$ cat config.mk
export PLATFORM = sky130hd
export DESIGN_NAME = timer_task_table
export DESIGN_NICKNAME = d
export VERILOG_FILES = /design/src/rtl/core/ttt_pkg.sv /design/src/rtl/core/ttt_ram.sv /design/src/rtl/core/ttt_ctrl.sv /design/src/rtl/core/ttt_datapath.sv /design/src/rtl/core/timer_task_table.sv
export SDC_FILE = /design/constraint.sdc
export NUM_CORES = 2
export LEC_CHECK = 0
export ABC_CLOCK_PERIOD_IN_PS = 7000
export BUFFER_PORTS_ARGS = -buffer_cell sky130_fd_sc_hd__buf_2
export CORE_MARGIN = 2
export CORE_UTILIZATION = 45
export CTS_CLUSTER_DIAMETER = 60
export CTS_CLUSTER_SIZE = 30
export DETAILED_ROUTE_END_ITERATION = 10
export HOLD_SLACK_MARGIN = 0.1
export SYNTH_ARGS = -nofsm -noshare
export SYNTH_HDL_FRONTEND = slang
export SYNTH_SLANG_ARGS = --single-unit
$ cat constraint.sdc
create_clock -name clk -period 7 [get_ports clk]
set_input_delay 0.35 -clock clk [delete_from_list [all_inputs] [get_ports clk]]
set_output_delay 0.35 -clock clk [all_outputs]
set_load 0.005 [all_outputs]
$ cat src/rtl/core/ttt_pkg.sv
// shared types and codes for the timer task table
// no dependencies
package ttt_pkg;

  localparam int DEF_TASK_SLOTS = 16;
  localparam int MAX_RESULTS    = 16;
  localparam int FIRE_W         = $clog2(MAX_RESULTS + 1);

  localparam logic [1:0] ACT_SCHEDULE   = 2'd0;
  localparam logic [1:0] ACT_UNSCHEDULE = 2'd1;
  localparam logic [1:0] ACT_TICK       = 2'd2;

  localparam logic [2:0] ST_SCHEDULED  = 3'd0;
  localparam logic [2:0] ST_FULL       = 3'd1;
  localparam logic [2:0] ST_REMOVED    = 3'd2;
  localparam logic [2:0] ST_NOT_FOUND  = 3'd3;
  localparam logic [2:0] ST_FIRED      = 3'd4;
  localparam logic [2:0] ST_NONE_FIRED = 3'd5;

  typedef struct packed {
    logic [31:0] trigger;
    logic [15:0] period;
    logic [31:0] ident;
  } ttt_entry_t;

  typedef struct packed {
    logic load;    // latch the input beat and reset walk pointers
    logic sched;   // store the new task (unless full) and post its result
    logic walk;    // run the table walk
    logic finish;  // post the final result and commit the count
  } ttt_cmd_t;

  typedef struct packed {
    logic out_free;
    logic walk_done;
  } ttt_stat_t;

endpackage

$ cat src/rtl/core/ttt_ram.sv
// generic single-write, single-read ram with registered read data
// no dependencies
module ttt_ram #(
  parameter int WIDTH = 8,
  parameter int DEPTH = 16,
  parameter int AW    = (DEPTH > 1) ? $clog2(DEPTH) : 1
) (
  input  logic             clk,
  input  logic             we,
  input  logic [AW-1:0]    waddr,
  input  logic [WIDTH-1:0] wdata,
  input  logic             re,
  input  logic [AW-1:0]    raddr,
  output logic [WIDTH-1:0] rdata
);

  logic [WIDTH-1:0] mem [DEPTH];

  always_ff @(posedge clk) begin
    if (we) begin
      mem[waddr] <= wdata;
    end
    if (re) begin
      rdata <= mem[raddr];
    end
  end

endmodule

$ cat src/rtl/core/ttt_ctrl.sv
// sequencer for the timer task table: one beat at a time
// depends on ttt_pkg
module ttt_ctrl
  import ttt_pkg::*;
(
  input  logic      clk,
  input  logic      rst,
  input  logic      in_valid,
  output logic      in_ready,
  input  logic [1:0] action,
  input  ttt_stat_t stat,
  output ttt_cmd_t  cmd
);

  localparam logic [1:0] S_IDLE  = 2'd0;
  localparam logic [1:0] S_SCHED = 2'd1;
  localparam logic [1:0] S_WALK  = 2'd2;
  localparam logic [1:0] S_DONE  = 2'd3;

  logic [1:0] state;
  logic [1:0] state_next;

  always_comb begin
    state_next = state;
    cmd        = '0;
    in_ready   = 1'b0;
    case (state)
      S_IDLE: begin
        in_ready = 1'b1;
        if (in_valid) begin
          cmd.load = 1'b1;
          if (action == ACT_SCHEDULE) begin
            state_next = S_SCHED;
          end else if (action == ACT_UNSCHEDULE || action == ACT_TICK) begin
            state_next = S_WALK;
          end
        end
      end
      S_SCHED: begin
        if (stat.out_free) begin
          cmd.sched  = 1'b1;
          state_next = S_IDLE;
        end
      end
      S_WALK: begin
        cmd.walk = 1'b1;
        if (stat.walk_done) begin
          state_next = S_DONE;
        end
      end
      S_DONE: begin
        if (stat.out_free) begin
          cmd.finish = 1'b1;
          state_next = S_IDLE;
        end
      end
      default: state_next = S_IDLE;
    endcase
  end

  always_ff @(posedge clk) begin
    if (rst) begin
      state <= S_IDLE;
    end else begin
      state <= state_next;
    end
  end

endmodule

$ cat src/rtl/core/ttt_datapath.sv
// table storage, compacting walk and result register
// depends on ttt_pkg and ttt_ram
module ttt_datapath
  import ttt_pkg::*;
#(
  parameter int TASK_SLOTS = DEF_TASK_SLOTS
) (
  input  logic        clk,
  input  logic        rst,
  input  ttt_cmd_t    cmd,
  output ttt_stat_t   stat,
  input  logic [1:0]  action,
  input  logic [31:0] trigger_time,
  input  logic [15:0] repeat_delay,
  input  logic [31:0] remove_id,
  input  logic [31:0] now_time,
  output logic        out_valid,
  input  logic        out_ready,
  output logic [2:0]  status,
  output logic [31:0] task_id,
  output logic        last
);

  localparam int AW = (TASK_SLOTS > 1) ? $clog2(TASK_SLOTS) : 1;
  localparam int CW = $clog2(TASK_SLOTS + 1);

  logic [1:0]        op;
  logic [31:0]       trig_r;
  logic [15:0]       delay_r;
  logic [31:0]       rid_r;
  logic [31:0]       now_r;
  logic [CW-1:0]     live_count;
  logic [31:0]       next_ident;
  logic [CW-1:0]     rd_ptr;
  logic [CW-1:0]     wr_ptr;
  logic              have;
  logic              pend_valid;
  logic [31:0]       pend_id;
  logic              found;
  logic [FIRE_W-1:0] fires;

  ttt_entry_t ent;
  ttt_entry_t walk_entry;
  ttt_entry_t ram_wdata;
  logic [AW-1:0] ram_waddr;
  logic ram_we;
  logic out_free;
  logic full;
  logic due;
  logic hit;
  logic stall;
  logic keep_write;
  logic issue;
  logic push_pend;

  assign out_free = !out_valid || out_ready;
  assign full     = (live_count == CW'(TASK_SLOTS));

  // per-entry decision on the word that came back from the ram
  assign due   = cmd.walk && have && (op == ACT_TICK) &&
                 (fires < FIRE_W'(MAX_RESULTS)) && (ent.trigger <= now_r);
  assign hit   = cmd.walk && have && (op == ACT_UNSCHEDULE) && !found &&
                 (ent.ident == rid_r);
  // a second fire needs the result register to take the one held back
  assign stall      = due && pend_valid && !out_free;
  assign push_pend  = due && pend_valid && out_free;
  assign keep_write = cmd.walk && have && !stall && !hit &&
                      !(due && ent.period == 16'd0);
  assign issue      = cmd.walk && !stall && (rd_ptr != live_count);

  assign stat.out_free  = out_free;
  assign stat.walk_done = (rd_ptr == live_count) && !have;

  always_comb begin
    walk_entry = ent;
    if (due) begin
      walk_entry.trigger = now_r + 32'(ent.period);
    end
  end

  always_comb begin
    if (cmd.sched) begin
      ram_we    = !full;
      ram_waddr = live_count[AW-1:0];
      ram_wdata = '{trigger: trig_r, period: delay_r, ident: next_ident};
    end else begin
      ram_we    = keep_write;
      ram_waddr = wr_ptr[AW-1:0];
      ram_wdata = walk_entry;
    end
  end

  ttt_ram #(
    .WIDTH ($bits(ttt_entry_t)),
    .DEPTH (TASK_SLOTS),
    .AW    (AW)
  ) u_table (
    .clk   (clk),
    .we    (ram_we),
    .waddr (ram_waddr),
    .wdata (ram_wdata),
    .re    (issue),
    .raddr (rd_ptr[AW-1:0]),
    .rdata (ent)
  );

  // beat payload
  always_ff @(posedge clk) begin
    if (cmd.load) begin
      op      <= action;
      trig_r  <= trigger_time;
      delay_r <= repeat_delay;
      rid_r   <= remove_id;
      now_r   <= now_time;
    end
    if (due && !stall) begin
      pend_id <= ent.ident;
    end
  end

  // walk and table control
  always_ff @(posedge clk) begin
    if (rst) begin
      live_count <= '0;
      next_ident <= 32'd1;
      rd_ptr     <= '0;
      wr_ptr     <= '0;
      have       <= 1'b0;
      pend_valid <= 1'b0;
      found      <= 1'b0;
      fires      <= '0;
    end else begin
      if (cmd.load) begin
        rd_ptr     <= '0;
        wr_ptr     <= '0;
        have       <= 1'b0;
        pend_valid <= 1'b0;
        found      <= 1'b0;
        fires      <= '0;
      end
      if (cmd.sched && !full) begin
        live_count <= live_count + CW'(1);
        next_ident <= next_ident + 32'd1;
      end
      if (cmd.walk) begin
        if (issue) begin
          rd_ptr <= rd_ptr + CW'(1);
        end
        have <= issue || (have && stall);
        if (keep_write) begin
          wr_ptr <= wr_ptr + CW'(1);
        end
        if (due && !stall) begin
          fires      <= fires + FIRE_W'(1);
          pend_valid <= 1'b1;
        end
        if (hit) begin
          found <= 1'b1;
        end
      end
      // survivors were packed to the front
      if (cmd.finish) begin
        live_count <= wr_ptr;
      end
    end
  end

  // result register
  always_ff @(posedge clk) begin
    if (rst) begin
      out_valid <= 1'b0;
    end else begin
      if (out_valid && out_ready) begin
        out_valid <= 1'b0;
      end
      if (cmd.sched || push_pend || cmd.finish) begin
        out_valid <= 1'b1;
      end
    end
  end

  always_ff @(posedge clk) begin
    if (cmd.sched) begin
      status  <= full ? ST_FULL : ST_SCHEDULED;
      task_id <= full ? 32'd0 : next_ident;
      last    <= 1'b1;
    end else if (push_pend) begin
      status  <= ST_FIRED;
      task_id <= pend_id;
      last    <= 1'b0;
    end else if (cmd.finish) begin
      last <= 1'b1;
      if (op == ACT_TICK) begin
        status  <= pend_valid ? ST_FIRED : ST_NONE_FIRED;
        task_id <= pend_valid ? pend_id : 32'd0;
      end else begin
        status  <= found ? ST_REMOVED : ST_NOT_FOUND;
        task_id <= found ? rid_r : 32'd0;
      end
    end
  end

endmodule

$ cat src/rtl/core/timer_task_table.sv
// timer task table: ordered one-shot and periodic tasks in a single ram
// schedule: the beat is latched, then the task is stored and its result posted once the result
// register is free; unschedule and tick walk the live entries one per cycle behind the registered
// ram read, then post the final result and commit the count once the result register is free;
// tick fires are posted during the walk, each held back until the next, a held output adds stalls
// reset: table empty, ids start at one; table ram is not cleared
module timer_task_table
  import ttt_pkg::*;
#(
  parameter int TASK_SLOTS = DEF_TASK_SLOTS
) (
  input  logic        clk,
  input  logic        rst,
  input  logic        in_valid,
  output logic        in_ready,
  input  logic [1:0]  action,
  input  logic [31:0] trigger_time,
  input  logic [15:0] repeat_delay,
  input  logic [31:0] remove_id,
  input  logic [31:0] now_time,
  output logic        out_valid,
  input  logic        out_ready,
  output logic [2:0]  status,
  output logic [31:0] task_id,
  output logic        last
);

  ttt_cmd_t  cmd;
  ttt_stat_t stat;

  ttt_ctrl u_ctrl (
    .clk      (clk),
    .rst      (rst),
    .in_valid (in_valid),
    .in_ready (in_ready),
    .action   (action),
    .stat     (stat),
    .cmd      (cmd)
  );

  ttt_datapath #(
    .TASK_SLOTS (TASK_SLOTS)
  ) u_datapath (
    .clk          (clk),
    .rst          (rst),
    .cmd          (cmd),
    .stat         (stat),
    .action       (action),
    .trigger_time (trigger_time),
    .repeat_delay (repeat_delay),
    .remove_id    (remove_id),
    .now_time     (now_time),
    .out_valid    (out_valid),
    .out_ready    (out_ready),
    .status       (status),
    .task_id      (task_id),
    .last         (last)
  );

endmodule

==> qor.txt <==
First-pass GRT wire length = 229000 microns
Hold WC Path Type = input port to flip-flop
Status = completed
Syn nets = 3255
H-Tree Depth = 3
# IOs = 156
CP Capture Type = flip-flop
P_int = 14.6 mW
Crit start category = flip-flop
Comb power frac = 0.051
Part of the cycle the worst path needs = 0.818
Mapped Cells = 3081
Via count = 31900
Worst Hold Path EP = u_datapath.next_ident[28]
Site Rows = 136
Final min period = 5.73 ns
Largest net degree at the start of global routing = 88
EDFF count, synth = 1541
Clock power frac = 0.380
Min-Delay Path Depth = 3
Max-cap violations = 0
Clock Skew = 0.0680 ns
WL/cell = 29.7 microns
Mapped cell area = 0.0626 sq mm
Vias in the first global route = 32800
Fmax = 175 MHz
Clock Latency Late Sink = 0.80 ns
Die area = 0.142 sq mm
R2r startpoint = u_datapath.now_r[25]
IO Port Bufs = 155
Gpl congestion = 0.860
Library cells used by synthesis = 54
Clock root cell = clkbuf_16
Final setup vio count = 0
DRT Pass-1 Iters = 10
Slew @ Worst Pin = 1.27 ns
Setup_tns = 0 ns
Seq cells post-synth = 1600
Critical path type = flip-flop to flip-flop
Total Routed Length = 157000 microns
CP Max Fanout = 27
Syn_area_per_cell = 20.3 sq um
Sequential fraction of the synthesis area = 0.758
Post-synth ARST share = 0
ANT nets after route = 0
All-Layer GR Usage = 0.222
CTS tree = done
Core area = 0.138 sq mm
N_diodes = 0
Clock transition at path regs = 0.08 ns
Initial core utilization = 0.454
R2R Setup Slk = 1.27 ns
Postcts setup bufs = 0
Num CTS Buffers = 116
Grt ovf = 0
Synthesis Warnings = 0
Max-slew violations = 0
Psw = 4.47 mW
Die Height = 377 microns
Critical Path AT = 6.10 ns
Clk buf depth = 3
Fillers = 10800
Pwr dens = 267 mW/mm^2
Beginning of the worst hold path = rst
RSZ-0062 raised after global routing = false
Final-stage net count = 3579
Post-Route Utilization = 0.517
Switching Share = 0.235
HPWL Detailed = 94000 microns
Power, Total = 19.0 mW
Initial antenna violation count = 2
Place WS = 1.31 ns
Rel. slew slack = 0.148
Via-to-Cell Ratio = 6.03
Top_reg_cell synth = edfxtp_1
Drt initial violations = 3670
Critical Path RT = 7.38 ns
Drt drc = 0
Area grow syn2layout = 13.8%
Hold Fails Final Rpt = 0
Post-route cell area = 0.0713 sq mm
Flop pwr share = 0.569
Die Wd = 377 microns
VDD IR max = 0.000213 V
Reg-to-Reg End = u_datapath.u_table.mem[3][75]
Setup slack after layout = 1.27 ns
Leak pwr = 22.5 nW
Clock sinks = 1600
Fraction of layout cells with a size suffix above 1 = 0.249
Worst reg-to-reg path cell count = 10
Placement Cell Area = 0.0659 sq mm
[power groups by stage]
stage	registers (mW)	clock network, mW	logic [mW]
after floorplan	11.0	0	0.526
after global placement	11.0	0	0.904
after detailed placement	11.1	0	0.930
after CTS	10.8	7.39	0.985
after global routing	10.8	7.70	1.05
final	10.8	7.24	0.976
[layer usage]
metal  wire length [microns]  global-route usage  share of wire
met1                   67600               0.323           0.43
met3                   10100              0.0330          0.064
met5                      13                   0       0.000083
met4                    3070              0.0485          0.020
met2                   76400               0.359           0.49
[through the flow]
| step | std cells | hold WS (ns) |
|---|---|---|
| 3_3_place_gp | 4964 | 0.467 |
| 2_1_floorplan | 3081 | 0.440 |
| 5_1_grt | 5300 | 0.238 |
| 3_5_place_dp | 4965 | 0.478 |
| 4_1_cts | 5300 | 0.203 |
| 6_report | 5300 | 0.250 |
[cell usage in the layout, fill, tap and decap left out, types with 17 or more instances in the layout]
cell	count
ha_1	55
xnor2_1	37
inv_6	17
nor2_4	18
dfxtp_1	55
nand4_1	22
clkbuf_16	118
nor2_1	60
o21ai_0	49
edfxtp_1	1541
clkinv_8	18
a222oi_1	32
xor2_1	44
buf_2	156
nand3_1	39
inv_1	84
mux2i_1	21
nand2_1	218
mux4_2	400
a21oi_1	69
dlygate4sd3_1	116
buf_4	72
[registers in the layout (all words and copies together) (netlist names), 16 cells and up]
register and cells:
u_datapath.delay_r 16, u_datapath.u_table.rdata 80, u_datapath.trig_r 32, u_datapath.u_table.mem 1280, u_datapath.rid_r 32, u_datapath.task_id 32, u_datapath.next_ident 32, u_datapath.now_r 32
u_datapath.pend_id 32
[cells by family after synthesis]
group | after synthesis | share of synthesized area
AOI/OAI and AO/OA | 237 | 0.0253
and+or+nand+nor | 452 | 0.0327
muxes | 424 | 0.148
xor gates and xnor gates | 81 | 0.0113
DFF | 1600 | 0.758
adders and majority gates | 56 | 0.0113
buffers and inverters | 231 | 0.0139
[synth_stat cells, types with 4 or more instances]
master | n | area share
xor2_1 | 44 | 0.0062
ha_1 | 55 | 0.011
mux2i_1 | 21 | 0.0034
nand3b_1 | 9 | 0.0011
xnor2_1 | 37 | 0.0052
mux4_2 | 400 | 0.14
clkbuf_1 | 110 | 0.0066
o211ai_1 | 5 | 0.00060
and3_1 | 7 | 0.00070
buf_1 | 29 | 0.0017
buf_2 | 5 | 0.00040
o2111ai_1 | 6 | 0.00084
nor3_1 | 15 | 0.0012
a21oi_1 | 69 | 0.0055
nand3_1 | 39 | 0.0031
edfxtp_1 | 1541 | 0.74
a211o_1 | 4 | 0.00056
nor2_1 | 78 | 0.0047
inv_1 | 87 | 0.0052
o21ai_0 | 60 | 0.0048
nand4_1 | 22 | 0.0022
or3_1 | 15 | 0.0015
nor2b_1 | 7 | 0.00070
nand2b_1 | 10 | 0.0010
a211oi_1 | 6 | 0.00072
nand2_1 | 218 | 0.013
a222oi_1 | 32 | 0.0051
or4_1 | 4 | 0.00048
nor4_1 | 15 | 0.0015
a31oi_1 | 12 | 0.0012
dfxtp_1 | 59 | 0.019
a21o_1 | 15 | 0.0018
and2_1 | 6 | 0.00060
[what timing repair did]
item / 4_1_cts / 5_1_grt
hold endpoints to repair: 119 / 0
gates resized for setup: 0 / 0
setup endpoints to repair: 0 / 0
hold buffers: 116 / 0
[critical path: stages, from the launching register on]
cell	delay [ns]
edfxtp_1	0.40
inv_1	0.09
ha_1	0.31
nand4_1	0.19
nor4_1	1.00
o41a_1	0.42
o22ai_4	0.11
a21oi_1	0.76
a31oi_1	0.54
nor2_4	0.86
buf_4	0.58
[how the worst max path moves through the flow]
stage | slack [ns] | endpoint | from
after CTS | 1.24 | u_datapath.u_table.mem[6][69] | u_datapath.now_r[25]
after floorplan | 0.89 | u_datapath.u_table.mem[0][0] | u_datapath.now_r[1]
after global placement | 1.56 | u_datapath.u_table.mem[6][63] | u_datapath.u_table.rdata[75]
after global routing | 1.04 | u_datapath.u_table.mem[6][69] | u_datapath.now_r[25]
final | 1.27 | u_datapath.u_table.mem[3][75] | u_datapath.now_r[25]
after detailed placement | 1.31 | u_datapath.u_table.mem[3][72] | u_datapath.now_r[25]
[area by class of cell]
cell class                 count  area [sq um]  share of cell area
sequential                  1600         47500               0.666
multi-input combinational   1250         14500               0.203
clock buffer                 127          2990              0.0419
timing repair buffer         350          2600              0.0365
tap                         1794          2240              0.0315
clock inverter                92          1160              0.0163
inverter                      87           334             0.00469
Power figures use the tool's default switching activity.
